$ cat src/design/rice_bitstream_decoder_defines.svh
// ----------------------------------------------------------------------------
// Rice bitstream decoder assertion macros
// Shared property macros for the decoder checks, clocked on i_clk and
// disabled while i_rst_n is low.
// ----------------------------------------------------------------------------
`ifndef RICE_BITSTREAM_DECODER_DEFINES_SVH
`define RICE_BITSTREAM_DECODER_DEFINES_SVH

// The consequent must hold in the same cycle as the antecedent.
`define RBD_ASSERT_SAME(label, ante, cons) \
    label: assert property (@(posedge i_clk) disable iff (!i_rst_n) \
        (ante) |-> (cons)) else $error("rice decoder check failed");

// The consequent must hold in the cycle after the antecedent.
`define RBD_ASSERT_NEXT(label, ante, cons) \
    label: assert property (@(posedge i_clk) disable iff (!i_rst_n) \
        (ante) |=> (cons)) else $error("rice decoder check failed");

`endif

$ cat src/design/rbd_pkg.sv
// ----------------------------------------------------------------------------
// Rice bitstream decoder package
// Shared constants, codes and structures of the Rice bitstream decoder.
// ----------------------------------------------------------------------------
package rbd_pkg;

    localparam int MAX_FIELD_BITS = 32;
    localparam int BYTE_BITS      = 8;
    localparam int ACC_W          = 32;
    localparam int VALUE_W        = 33;
    localparam int CNT_W          = 6;
    localparam int LEFT_W         = 4;
    localparam int TDATA_OUT_W    = 40;

    localparam logic [1:0] MODE_UNSIGNED = 2'd0;
    localparam logic [1:0] MODE_SIGNED   = 2'd1;
    localparam logic [1:0] MODE_RICE     = 2'd2;

    localparam logic [1:0] REG_MODE  = 2'd0;
    localparam logic [1:0] REG_WIDTH = 2'd1;
    localparam logic [1:0] REG_PARAM = 2'd2;

    localparam logic [1:0] RST_MODE  = MODE_RICE;
    localparam logic [5:0] RST_WIDTH = 6'd8;
    localparam logic [4:0] RST_PARAM = 5'd4;

    localparam logic [VALUE_W-1:0] SAT_POS = 33'h0_7FFF_FFFF;
    localparam logic [VALUE_W-1:0] SAT_NEG = 33'h1_8000_0000;

    typedef struct packed {
        logic [1:0]       mode;
        logic [CNT_W-1:0] width;
        logic [4:0]       param;
    } t_cfg;

    typedef struct packed {
        logic [VALUE_W-1:0] value;
        logic               overflow;
    } t_result;

    typedef struct packed {
        logic              valid;
        logic              bit_val;
        logic              last;
        logic [LEFT_W-1:0] left;
    } t_bit_src;

endpackage

$ cat src/design/rbd_bit_shifter.sv
// ----------------------------------------------------------------------------
// Rice bitstream decoder byte shifter
// Takes one byte per transaction and hands it out one bit per step,
// most significant bit first.
// ----------------------------------------------------------------------------
module rbd_bit_shifter (
    input  logic                        i_clk,
    input  logic                        i_rst_n,
    input  logic                        i_tvalid,
    output logic                        o_tready,
    input  logic [rbd_pkg::BYTE_BITS-1:0] i_tdata,
    input  logic                        i_step,
    output rbd_pkg::t_bit_src           o_src
);

    logic [rbd_pkg::BYTE_BITS-1:0] r_byte;
    logic [rbd_pkg::LEFT_W-1:0]    r_left;
    logic                          accept;

    assign o_tready = (r_left == '0) ||
                      (r_left == rbd_pkg::LEFT_W'(1) && i_step);
    assign accept   = i_tvalid && o_tready;

    assign o_src.valid   = (r_left != '0);
    assign o_src.bit_val = r_byte[rbd_pkg::BYTE_BITS-1];
    assign o_src.last    = (r_left == rbd_pkg::LEFT_W'(1));
    assign o_src.left    = r_left;

    always_ff @(posedge i_clk) begin
        if (!i_rst_n) begin
            r_left <= '0;
        end else if (accept) begin
            r_left <= rbd_pkg::LEFT_W'(rbd_pkg::BYTE_BITS);
        end else if (i_step) begin
            r_left <= r_left - rbd_pkg::LEFT_W'(1);
        end
    end

    always_ff @(posedge i_clk) begin
        if (accept) begin
            r_byte <= i_tdata;
        end else if (i_step) begin
            r_byte <= {r_byte[rbd_pkg::BYTE_BITS-2:0], 1'b0};
        end
    end

endmodule

$ cat src/design/rbd_code_core.sv
// ----------------------------------------------------------------------------
// Rice bitstream decoder code core
// Consumes one stream bit per step and builds fixed fields or Rice codes
// in a shifting accumulator, flagging a result when a code completes.
// ----------------------------------------------------------------------------
module rbd_code_core (
    input  logic             i_clk,
    input  logic             i_rst_n,
    input  logic             i_clear,
    input  logic             i_step,
    input  logic             i_bit,
    input  rbd_pkg::t_cfg    i_cfg,
    output logic             o_emit,
    output rbd_pkg::t_result o_res
);

    logic [rbd_pkg::ACC_W-1:0]   r_acc;
    logic [rbd_pkg::ACC_W-1:0]   n_acc;
    logic [rbd_pkg::CNT_W-1:0]   r_cnt;
    logic [rbd_pkg::CNT_W-1:0]   n_cnt;
    logic                        r_rem;
    logic                        n_rem;
    logic                        r_qovf;
    logic                        n_qovf;
    logic [rbd_pkg::CNT_W-1:0]   cnt_inc;
    logic [rbd_pkg::ACC_W-1:0]   shifted;
    logic [rbd_pkg::ACC_W-1:0]   u_val;
    logic                        u_ovf;
    logic                        fixed_mode;
    logic                        emit;

    assign fixed_mode = (i_cfg.mode == rbd_pkg::MODE_UNSIGNED) ||
                        (i_cfg.mode == rbd_pkg::MODE_SIGNED);
    assign cnt_inc    = r_cnt + rbd_pkg::CNT_W'(1);
    assign o_emit     = emit;

    always_comb begin
        n_acc   = r_acc;
        n_cnt   = r_cnt;
        n_rem   = r_rem;
        n_qovf  = r_qovf;
        emit    = 1'b0;
        u_val   = r_acc;
        u_ovf   = r_qovf;
        shifted = {r_acc[rbd_pkg::ACC_W-2:0], i_bit};
        o_res   = '0;

        if (fixed_mode) begin
            // A signed field starts with its sign copied into every upper bit.
            if (r_cnt == '0 && i_cfg.mode == rbd_pkg::MODE_SIGNED) begin
                shifted = {rbd_pkg::ACC_W{i_bit}};
            end
            n_acc = shifted;
            n_cnt = cnt_inc;
            emit  = (cnt_inc >= i_cfg.width);
            if (i_cfg.mode == rbd_pkg::MODE_SIGNED) begin
                o_res.value = {shifted[rbd_pkg::ACC_W-1], shifted};
            end else begin
                o_res.value = {1'b0, shifted};
            end
        end else begin
            if (!r_rem) begin
                if (!i_bit) begin
                    if (&r_acc) begin
                        n_qovf = 1'b1;
                    end else begin
                        n_acc = r_acc + rbd_pkg::ACC_W'(1);
                    end
                end else if (i_cfg.param == '0) begin
                    emit = 1'b1;
                end else begin
                    n_rem = 1'b1;
                    n_cnt = '0;
                end
            end else begin
                u_val = shifted;
                u_ovf = r_qovf | r_acc[rbd_pkg::ACC_W-1];
                n_acc = shifted;
                n_qovf = u_ovf;
                n_cnt = cnt_inc;
                emit  = (cnt_inc >= {1'b0, i_cfg.param});
            end
            if (u_ovf) begin
                o_res.value    = u_val[0] ? rbd_pkg::SAT_NEG : rbd_pkg::SAT_POS;
                o_res.overflow = 1'b1;
            end else if (u_val[0]) begin
                o_res.value = ~{2'b00, u_val[rbd_pkg::ACC_W-1:1]};
            end else begin
                o_res.value = {2'b00, u_val[rbd_pkg::ACC_W-1:1]};
            end
        end

        if (emit) begin
            n_acc  = '0;
            n_cnt  = '0;
            n_rem  = 1'b0;
            n_qovf = 1'b0;
        end
    end

    always_ff @(posedge i_clk) begin
        if (!i_rst_n || i_clear) begin
            r_acc  <= '0;
            r_cnt  <= '0;
            r_rem  <= 1'b0;
            r_qovf <= 1'b0;
        end else if (i_step) begin
            r_acc  <= n_acc;
            r_cnt  <= n_cnt;
            r_rem  <= n_rem;
            r_qovf <= n_qovf;
        end
    end

endmodule

$ cat src/design/rbd_result_buf.sv
// ----------------------------------------------------------------------------
// Rice bitstream decoder result buffer
// Holds the newest result until it is known whether it is the last one of
// its byte, and drives the output register of the result stream.
// ----------------------------------------------------------------------------
module rbd_result_buf (
    input  logic             i_clk,
    input  logic             i_rst_n,
    input  logic             i_step,
    input  logic             i_last_bit,
    input  logic             i_emit,
    input  rbd_pkg::t_result i_res,
    input  logic             i_tready,
    output logic             o_tvalid,
    output rbd_pkg::t_result o_res,
    output logic             o_tlast,
    output logic             o_stall
);

    logic             r_out_valid;
    rbd_pkg::t_result r_out_res;
    logic             r_out_last;
    logic             r_pend_valid;
    logic             r_pend_closed;
    rbd_pkg::t_result r_pend_res;
    logic             out_free;
    logic             take_new;
    logic             push_open;
    logic             flush;

    assign out_free  = !r_out_valid || i_tready;
    assign o_stall   = r_pend_valid && (r_pend_closed || !out_free);
    assign take_new  = i_step && i_emit;
    assign push_open = take_new && r_pend_valid;
    assign flush     = r_pend_valid && r_pend_closed && out_free;

    assign o_tvalid = r_out_valid;
    assign o_res    = r_out_res;
    assign o_tlast  = r_out_last;

    always_ff @(posedge i_clk) begin
        if (!i_rst_n) begin
            r_out_valid <= 1'b0;
        end else if (push_open || flush) begin
            r_out_valid <= 1'b1;
        end else if (i_tready) begin
            r_out_valid <= 1'b0;
        end
    end

    always_ff @(posedge i_clk) begin
        if (push_open || flush) begin
            r_out_res  <= r_pend_res;
            r_out_last <= r_pend_closed;
        end
    end

    always_ff @(posedge i_clk) begin
        if (!i_rst_n) begin
            r_pend_valid  <= 1'b0;
            r_pend_closed <= 1'b0;
        end else if (take_new) begin
            r_pend_valid  <= 1'b1;
            r_pend_closed <= i_last_bit;
        end else if (i_step && i_last_bit && r_pend_valid) begin
            r_pend_closed <= 1'b1;
        end else if (flush) begin
            r_pend_valid  <= 1'b0;
            r_pend_closed <= 1'b0;
        end
    end

    always_ff @(posedge i_clk) begin
        if (take_new) begin
            r_pend_res <= i_res;
        end
    end

endmodule

$ cat src/design/rice_bitstream_decoder.sv
// ----------------------------------------------------------------------------
// Rice bitstream decoder
// Decodes fixed unsigned, fixed signed or Rice codes from a byte stream,
// most significant bit first, with codes spanning byte boundaries.
//
// Channel   Direction  Contents
// s_axis    in         tdata[7:0] data_byte
// m_axis    out        tdata[32:0] value, tuser overflow, tlast last_of_run
// apb       in/out     decode_mode 0x0, field_width 0x4, rice_param 0x8
//
// Bits leave the byte shift register one bit per cycle while the bit steps
// are not stalled; a byte that produced results holds the steps until its
// final result is sent. A new byte is taken in the cycle its predecessor's
// last bit is consumed. Backpressure on m_axis holds the bit steps.
// Reset is synchronous and clears all control state and restores the
// register defaults; any register write discards a partial code.
// ----------------------------------------------------------------------------
`include "rice_bitstream_decoder_defines.svh"

module rice_bitstream_decoder (
    input  logic        i_clk,
    input  logic        i_rst_n,
    // APB configuration port
    input  logic        psel,
    input  logic        penable,
    input  logic        pwrite,
    input  logic [3:0]  paddr,
    input  logic [31:0] pwdata,
    output logic [31:0] prdata,
    output logic        pready,
    // Input stream
    input  logic        s_axis_tvalid,
    output logic        s_axis_tready,
    input  logic [7:0]  s_axis_tdata,   // [7:0] data_byte
    // Result stream
    output logic        m_axis_tvalid,
    input  logic        m_axis_tready,
    output logic [39:0] m_axis_tdata,   // [32:0] value, [39:33] zero
    output logic        m_axis_tuser,   // [0] overflow
    output logic        m_axis_tlast
);

    logic [1:0]                r_mode;
    logic [rbd_pkg::CNT_W-1:0] r_width;
    logic [4:0]                r_param;
    logic                      cfg_wr;
    logic                      cfg_hit;
    logic [1:0]                cfg_idx;
    rbd_pkg::t_cfg             cfg;
    rbd_pkg::t_bit_src         src;
    logic                      step;
    logic                      stall;
    logic                      emit;
    rbd_pkg::t_result          core_res;
    rbd_pkg::t_result          out_res;

    assign pready  = 1'b1;
    assign cfg_idx = paddr[3:2];
    assign cfg_wr  = psel && penable && pwrite && pready;
    assign cfg_hit = cfg_wr && (cfg_idx == rbd_pkg::REG_MODE ||
                                cfg_idx == rbd_pkg::REG_WIDTH ||
                                cfg_idx == rbd_pkg::REG_PARAM);

    always_ff @(posedge i_clk) begin
        if (!i_rst_n) begin
            r_mode  <= rbd_pkg::RST_MODE;
            r_width <= rbd_pkg::RST_WIDTH;
            r_param <= rbd_pkg::RST_PARAM;
        end else if (cfg_wr) begin
            case (cfg_idx)
                rbd_pkg::REG_MODE:  r_mode  <= pwdata[1:0];
                rbd_pkg::REG_WIDTH: r_width <= pwdata[rbd_pkg::CNT_W-1:0];
                rbd_pkg::REG_PARAM: r_param <= pwdata[4:0];
                default: ;
            endcase
        end
    end

    always_comb begin
        case (cfg_idx)
            rbd_pkg::REG_MODE:  prdata = {30'd0, r_mode};
            rbd_pkg::REG_WIDTH: prdata = {26'd0, r_width};
            rbd_pkg::REG_PARAM: prdata = {27'd0, r_param};
            default:            prdata = '0;
        endcase
    end

    always_comb begin
        cfg.mode  = r_mode;
        cfg.param = r_param;
        if (r_width == '0) begin
            cfg.width = rbd_pkg::CNT_W'(1);
        end else if (r_width > rbd_pkg::CNT_W'(rbd_pkg::MAX_FIELD_BITS)) begin
            cfg.width = rbd_pkg::CNT_W'(rbd_pkg::MAX_FIELD_BITS);
        end else begin
            cfg.width = r_width;
        end
    end

    assign step = src.valid && !stall;

    rbd_bit_shifter u_shifter (
        .i_clk    (i_clk),
        .i_rst_n  (i_rst_n),
        .i_tvalid (s_axis_tvalid),
        .o_tready (s_axis_tready),
        .i_tdata  (s_axis_tdata),
        .i_step   (step),
        .o_src    (src)
    );

    rbd_code_core u_core (
        .i_clk   (i_clk),
        .i_rst_n (i_rst_n),
        .i_clear (cfg_hit),
        .i_step  (step),
        .i_bit   (src.bit_val),
        .i_cfg   (cfg),
        .o_emit  (emit),
        .o_res   (core_res)
    );

    rbd_result_buf u_buf (
        .i_clk      (i_clk),
        .i_rst_n    (i_rst_n),
        .i_step     (step),
        .i_last_bit (src.last),
        .i_emit     (emit),
        .i_res      (core_res),
        .i_tready   (m_axis_tready),
        .o_tvalid   (m_axis_tvalid),
        .o_res      (out_res),
        .o_tlast    (m_axis_tlast),
        .o_stall    (stall)
    );

    assign m_axis_tdata = {{(rbd_pkg::TDATA_OUT_W - rbd_pkg::VALUE_W){1'b0}}, out_res.value};
    assign m_axis_tuser = out_res.overflow;

    `RBD_ASSERT_NEXT(a_load_full_byte, s_axis_tvalid && s_axis_tready && i_rst_n,
        src.left == rbd_pkg::LEFT_W'(rbd_pkg::BYTE_BITS))
    `RBD_ASSERT_SAME(a_overflow_saturates, m_axis_tvalid && m_axis_tuser,
        out_res.value == rbd_pkg::SAT_POS || out_res.value == rbd_pkg::SAT_NEG)
    `RBD_ASSERT_SAME(a_fixed_no_overflow, m_axis_tvalid &&
        (r_mode == rbd_pkg::MODE_UNSIGNED || r_mode == rbd_pkg::MODE_SIGNED), !m_axis_tuser)
    `RBD_ASSERT_SAME(a_rice_fits_32, m_axis_tvalid && r_mode[1],
        out_res.value[32] == out_res.value[31])

endmodule
$ cat config.mk
export PLATFORM = sky130hd
export DESIGN_NAME = rice_bitstream_decoder
export DESIGN_NICKNAME = d
export VERILOG_FILES = /design/src/design/rbd_pkg.sv /design/src/design/rbd_bit_shifter.sv /design/src/design/rbd_code_core.sv /design/src/design/rbd_result_buf.sv /design/src/design/rice_bitstream_decoder.sv
export VERILOG_INCLUDE_DIRS = /design/src /design/src/design
export SDC_FILE = /design/constraint.sdc
export NUM_CORES = 1
export LEC_CHECK = 0
export ABC_CLOCK_PERIOD_IN_PS = 5100
export BUFFER_PORTS_ARGS = -buffer_cell sky130_fd_sc_hd__buf_2
export CAP_MARGIN = 40
export CORE_MARGIN = 3
export CORE_UTILIZATION = 54
export CTS_BUF_LIST = sky130_fd_sc_hd__clkbuf_8
export CTS_CLUSTER_DIAMETER = 50
export CTS_CLUSTER_SIZE = 8
export DETAILED_ROUTE_END_ITERATION = 10
export GPL_TIMING_DRIVEN = 0
export PLACE_DENSITY_LB_ADDON = 0.3
export SETUP_SLACK_MARGIN = 0.5
export SLEW_MARGIN = 40
export SYNTH_ARGS = -nofsm -noshare
export SYNTH_HDL_FRONTEND = slang
export SYNTH_SLANG_ARGS = --single-unit
$ cat constraint.sdc
create_clock -name i_clk -period 5.1 [get_ports i_clk]
set_clock_uncertainty 0.2 [all_clocks]
set_input_delay 0.51 -clock i_clk [delete_from_list [all_inputs] [get_ports i_clk]]
set_output_delay 0.51 -clock i_clk [all_outputs]
set_load 0.03 [all_outputs]
==> out/results.ini, run 1 <==
[route]
wl_met1_mm = 9.44
route.detailed.drc = 0
wl_met2_mm = 10.7
via_per_inst = 6.03
drt_wl_total_mm = 23.2
first_pass_iters = 6
vias = 7358
drtIter0Drc = 945
post_drt_wl_per_cell_microns = 19.0
postRouteAntennaNets = 0
met3_length_mm = 2.27
highest_layer = met4

[global_route]
antenna_found_initial = 0
grt_max_degree = 23
grt_pass1_wl_mm = 35.9
first_global_vias = 6733
overflow = 0
grt.total_usage_pct = 28.1

[placement]
gp_congestion = 0.966
dp_hpwl_mm = 16.4
placed_cell_area_sq_um = 8890
dp_cells = 1188
port-buffer-count = 64
place_ws_ns = 1.15

[min_path]
hp-start = s_axis_tdata[1]
min_path_type = input port to flip-flop

[final_layout]
areaGrowthSynthToFinish_pct = 14.9
nets = 1090
multi_input_area_sq_um = 4090
design_area_sq_um = 9350
final_layout_size_suffix_gt1_share_pct = 18.3
regArea_sq_um = 3510
instances_no_fill = 1221
n_fill_cell = 1271
mostFrequentLayoutCells = nand2_1 (123), buf_2 (88), a21oi_1 (83)
layout_commonest_cell = nand2_1

[timing]
rsz0062_at_grt = false
fmax_mhz = 244
final-setup-viol-count = 0
finalMaxSlewViolations = 0
setup_tns_ns = 0
fin_crit_sh_pct = 80.5
hold_viol = 0
fin_crit_ns = 4.10
slew_headroom_pct = 42.6
setup_ws_ns = 0.996
tightest_slew_ns = 0.860

[yosys]
netlist_area_sq_um = 8140
yosysWarningCount = 0
synth_compound_area_share_pct = 18.5
synthCells = 904
syn_avg_cell_area_sq_um = 9.00
synth_xor_area_share_pct = 4.30
seq_area_frac_synth_pct = 43.2
synth.ff_latch_count = 137
synth-async-reset-ratio_pct = 0
synthAdderAreaFrac_pct = 2.46
synth_top_family_by_area = simple AND/OR/NAND/NOR gates
ys_types = 70
synth-simple-area-share_pct = 18.5
synth_ff_type = edfxtp_1
synth_mux_area_share_pct = 4.34
synth_edf_count = 77

[floorplan]
die_area_sq_um = 16600
pin_count = 128
coreArea_sq_um = 14600
die_h_microns = 129
fp-row-count = 44
initial_core_util_pct = 55.6
die_w_microns = 129

[cts]
htreeDepth = 4
clk_latency_ns = 0.47
clk_pin_slew_worst_paths_ns = 0.08
clock_sinks = 137
cts_resized = 0
holdBufCountCts = 0
post-cts-setup-buffers = 0
clock-root-buffer = clkbuf_8
cts_tree = done
clk_path_buf_depth = 2
numCtsBuffers = 17

[setup_path]
cp_max_fo = 10
required_ns = 5.30
critPathArrivalTime_ns = 4.30
critPathKind = flip-flop to flip-flop
path_cells = ha_1 -> nand3_1 -> xnor2_1 -> ha_1 -> a21o_1 -> a211o_1 -> a41oi_1 -> a21o_1 -> buf_2 -> clkbuf_1 -> nand4_1 -> a21oi_1
crit_start = u_core.r_cnt[0]
start_kind = flip-flop
critical_path.max_stage_delay_ns = 0.53
critPathCaptureType = flip-flop
r2r_start = u_core.r_cnt[0]
slowest_stage = clkbuf_1

[run_status]
run_status = completed

[pwr]
peakVddDrop_uv = 220
power.density_nw_per_um2 = 446
power.total_w = 0.00417
p_leak_nw = 3.61

[run]
drv_cap = 0

==> area by class of cell <==
| cell class | count | share of cell area (%) |
|---|---|---|
| tap | 184 | 2.46 |
| clock buffer | 17 | 2.50 |
| clock inverter | 15 | 2.38 |
| sequential | 137 | 37.6 |
| buffer | 120 | 6.76 |
| timing repair buffer | 68 | 3.83 |
| antenna | 1 | 0.0268 |
| inverter | 19 | 0.763 |
| multi-input combinational | 660 | 43.7 |
==> worst paths after layout <==
path	cells past startpoint	slack [ns]	to
min reg2reg	0	0.22	u_buf.o_res[17]
min	3	0.1	u_shifter.r_byte[1]
max	12	1.0	u_core.r_acc[5]
max reg2reg	12	1.0	u_core.r_acc[5]
==> metal layers <==
layer  up-vias  global-route usage, %
met3        67                   6.85
li1       3458                      -
met4         0                   13.8
met5         -                      0
met1      3428                   37.0
met2       405                   43.5
==> synth_stat cells (16+ instances only) <==
cell type | n | area, sq um
a211oi_1 | 31 | 233
a21oi_1 | 83 | 415
buf_2 | 24 | 120
buf_4 | 36 | 270
clkbuf_1 | 56 | 210
dfxtp_1 | 60 | 1200
edfxtp_1 | 77 | 2310
ha_1 | 16 | 200
inv_1 | 19 | 71.3
mux2i_1 | 33 | 330
nand2_1 | 123 | 462
nand3_1 | 42 | 210
nand4_1 | 19 | 119
nor2_1 | 34 | 128
nor2b_1 | 22 | 138
o21ai_0 | 22 | 110
xor2_1 | 27 | 236
==> report_power, final <==
group / leakage, nW / switching (W) / internal (W)
clock network: 0.219 / 0.000450 / 0.000582
logic: 2.20 / 0.00114 / 0.000576
registers: 1.19 / 0.0000613 / 0.00136
total: 3.61 / 0.00165 / 0.00252
==> logic make-up (layout without fill, tap and decap cells) <==
family / after synthesis / after routing
other: 2 / 35
adders and majority gates: 16 / 16
DFF: 137 / 137
and+or+nand+nor: 305 / 305
xor gates and xnor gates: 40 / 40
muxes: 35 / 35
buffers and inverters: 139 / 239
AOI/OAI and AO/OA: 230 / 230
==> worst max-delay path, delay by kind of cell (launching register included) <==
| family | cells | cell delay (ns) |
|---|---|---|
| DFF | 1 | 0.50 |
| and+or+nand+nor | 2 | 0.32 |
| xor gates and xnor gates | 1 | 0.30 |
| adders and majority gates | 2 | 0.59 |
| AOI/OAI and AO/OA | 5 | 1.29 |
| buffers and inverters | 2 | 0.80 |
==> metrics by stage <==
step                      util, %  hold WS (ns)
after floorplan                 -         0.200
after global placement       60.2         0.200
after detailed placement     60.7         0.205
after CTS                    63.8        0.0779
after global routing         63.8        0.0706
final                        63.8        0.0996
==> sequential cells by signal (all words and copies together) (netlist names) <==
| signal | cells |
|---|---|
| u_shifter.r_left | 4 |
| u_core.r_rem | 1 |
| r_param | 5 |
| r_width | 6 |
| r_mode | 2 |
| u_buf.r_pend_res | 34 |
| u_core.r_qovf | 1 |
| u_buf.o_res | 34 |
| u_buf.o_tvalid | 1 |
| u_buf.o_tlast | 1 |
| u_core.r_cnt | 6 |
| u_core.r_acc | 32 |
| u_shifter.r_byte | 8 |
| u_buf.r_pend_valid | 1 |
| u_buf.r_pend_closed | 1 |
Note: power is estimated with default switching activity, not from simulation.
==> inputs of run 2 (changes only) <==
--- a/config.mk
+++ b/config.mk
@@ -6,7 +6,8 @@
 export SDC_FILE = /design/constraint.sdc
 export NUM_CORES = 1
 export LEC_CHECK = 0
-export ABC_CLOCK_PERIOD_IN_PS = 5100
+export ABC_AREA = 1
+export ABC_CLOCK_PERIOD_IN_PS = 3350
 export BUFFER_PORTS_ARGS = -buffer_cell sky130_fd_sc_hd__buf_2
 export CAP_MARGIN = 40
 export CORE_MARGIN = 3
==> constraint.sdc (replaced) <==
create_clock -name i_clk -period 3.35 [get_ports i_clk]
set_clock_uncertainty 0.2 [all_clocks]
set_input_delay 0.335 -clock i_clk [delete_from_list [all_inputs] [get_ports i_clk]]
set_output_delay 0.335 -clock i_clk [all_outputs]
set_load 0.03 [all_outputs]
==> run 2 against run 1 <==
Against the previous run: wire length is 27% higher; combinational power increased to 2.8 times the previous value; register-to-register slack got worse by 0.59 ns; final cell count increased by 23%; design area up 8.1%; clock-buffer cell count did not move; via count increased by 17%; critical endpoint is now u_buf.o_res[17]; sequential share of layout area is 2.7 points lower; core utilization increased by 4.2 points; non-clock buffer count decreased by 10; total power is 120% higher.
==> out/results.ini, run 2 <==
[placement]
gp_congestion = 1.02
dp_hpwl_mm = 20.8
port-buffer-count = 65

[floorplan]
coreArea_sq_um = 14900
die_area_sq_um = 17100
pin_count = 128
initial_core_util_pct = 56.6
fp-row-count = 44
die_h_microns = 131
die_w_microns = 131

[global_route]
overflow = 0
first_global_vias = 7702
antenna_found_initial = 0
grt.total_usage_pct = 34.1
grt_pass1_wl_mm = 43.1
grt_max_degree = 19

[yosys]
synth_ff_type = edfxtp_1
synth.area.top_cells = edfxtp_1 (27%), nand2_1 (15%), dfxtp_1 (14%)
yosysWarningCount = 0
synthCells = 1158
synth-async-reset-ratio_pct = 0
synth_largest_area_cell = edfxtp_1
synth_most_common_cell = nand2_1
synth_edf_count = 77
ys_types = 39
yosys.area.top_type_share_pct = 27.5
synth.ff_latch_count = 137
synth_common_cells = nand2_1 (343), nor2_1 (143), o21ai_0 (91), inv_1 (84), edfxtp_1 (77)
seq_area_frac_synth_pct = 41.7
netlist_area_sq_um = 8420
syn_avg_cell_area_sq_um = 7.27

[cts]
clock_sinks = 137
clk_path_buf_depth = 2
clk_pin_slew_worst_paths_ns = 0.08
clk_latency_ns = 0.47
numCtsBuffers = 17
htreeDepth = 4
clock-root-buffer = clkbuf_8
cts_tree = done

[timing]
tightest_slew_ns = 0.957
finalMaxSlewViolations = 0
hold_viol = 0
setup_tns_ns = 0
fmax_mhz = 340
fin_crit_sh_pct = 87.9
fin_crit_ns = 2.94
final-setup-viol-count = 0
hold_slack_ns = 0.0326
rsz0062_at_grt = true
slew_headroom_pct = 36.1

[pwr]
power_frac_clock_pct = 17.2
seqPwrFrac_pct = 29.8
swShare_pct = 46.0
comb_power_share_pct = 53.0
p_leak_nw = 4.60
peakVddDrop_uv = 586
power.density_nw_per_um2 = 888
power.switching_w = 0.00413
internal_power_w = 0.00484

[final_layout]
final_layout_size_suffix_gt1_share_pct = 16.4
nets = 1375
n_fill_cell = 1314
diodes = 0
final_util_pct = 68.0
areaGrowthSynthToFinish_pct = 20.1
mostFrequentLayoutCells = nand2_1 (333), nor2_1 (142), o21ai_0 (87)
regArea_sq_um = 3530
layout_commonest_cell = nand2_1
multi_input_area_sq_um = 4460

[min_path]
hold_end = r_width[5]
hp-start = pwdata[5]
whs_path_depth = 3
min_path_type = input port to flip-flop

[route]
post_drt_wl_per_cell_microns = 19.5
drt_wl_total_mm = 29.4
route.detailed.drc = 0
first_pass_iters = 8
vias = 8634
postRouteAntennaNets = 0
drtIter0Drc = 992
via_per_inst = 5.74

[setup_path]
reg2reg_slack_ns = 0.41
cp_max_fo = 6
ff2ff_path_depth = 15
critPathArrivalTime_ns = 2.92
start_kind = flip-flop
r2r-end = u_buf.o_res[17]
critPathKind = flip-flop to flip-flop
critPathCaptureType = flip-flop
r2r_start = u_core.r_cnt[0]
required_ns = 3.33

[run_status]
run_status = completed

[run]
drv_cap = 0

run 2: critical path: stages (launching register included):
cell,delay (ns)
dfxtp_4,0.39
nand3_2,0.08
nor2_1,0.10
nand2_1,0.10
xor2_2,0.20
ha_1,0.33
a21oi_1,0.15
o21a_1,0.15
o211a_1,0.16
nand2_2,0.09
nand2_2,0.10
inv_4,0.04
nand2_4,0.09
clkinvlp_4,0.14
nand2_8,0.20
nand2_4,0.11
run 2: worst max-delay path by stage:
stage / to / startpoint / depth (start not counted)
floorplan: u_buf.o_tvalid / u_core.r_cnt[0] / 17
global placement: u_buf.o_tvalid / u_core.r_cnt[0] / 17
detailed placement: u_buf.o_tvalid / u_core.r_cnt[0] / 17
CTS: u_buf.o_res[26] / u_core.r_cnt[0] / 15
global route: u_buf.o_tvalid / u_core.r_cnt[0] / 17
finish: u_buf.o_res[17] / u_core.r_cnt[0] / 15
run 2: cell families (layout without fill, tap and decap cells):
kind of cell             after synthesis  in the layout  share of synthesized area, %
AO/OA/AOI/OAI                        188            188                          12.5
XOR/XNOR                              36             36                          3.75
adder cells (fa/ha/maj)               16             16                          2.38
buffers and inverters                173            299                          9.66
flip-flops                           137            137                          41.7
other                                  2             34                        0.0892
AND/OR/NAND/NOR                      606            611                          29.9
run 2: final cells by class:
type / count / share of cell area [%]
Sequential cell: 137 / 34.9
Buffer: 85 / 5.09
Inverter: 88 / 3.43
Clock buffer: 17 / 2.31
Timing Repair Buffer: 93 / 5.83
Multi-Input combinational cell: 885 / 44.1
Clock inverter: 15 / 1.98
Timing Repair inverter: 1 / 0.0743
Tap cell: 184 / 2.28
run 2: timing repair:
item	CTS	global route
endpoints found under the hold margin	20	0
pin swaps	3	8
setup endpoints to repair	123	126
gates resized for setup	19	40
hold buffers	15	0
gates cloned	3	3
buffers inserted	3	10
run 2: power by group through the flow:
stage          Combinational (W)  Sequential [W]  Clock [W]
3_5_place_dp             0.00432         0.00268          0
6_report                 0.00476         0.00267    0.00155
2_1_floorplan            0.00322         0.00257          0
3_3_place_gp             0.00427         0.00268          0
4_1_cts                  0.00445         0.00265    0.00154
5_1_grt                  0.00520         0.00270    0.00161
run 2: metal layers:
metal | track usage (%) | vias to the layer above | wire length, microns
li1 | - | 4050 | -
met1 | 47.5 | 3924 | 11900
met2 | 51.3 | 584 | 12600
met3 | 8.62 | 76 | 3870
met4 | 12.7 | 0 | 966
met5 | 0 | - | 0
run 2: stage by stage:
step,instances,setup slack (ns),power (W),cell area [sq um]
floorplan,1190,0.249,0.00580,8590
global placement,1439,-0.225,0.00694,9150
detailed placement,1439,-0.328,0.00701,9150
CTS,1492,0.453,0.00864,9870
global route,1505,0.340,0.00950,10100
finish,1505,0.407,0.00897,10100
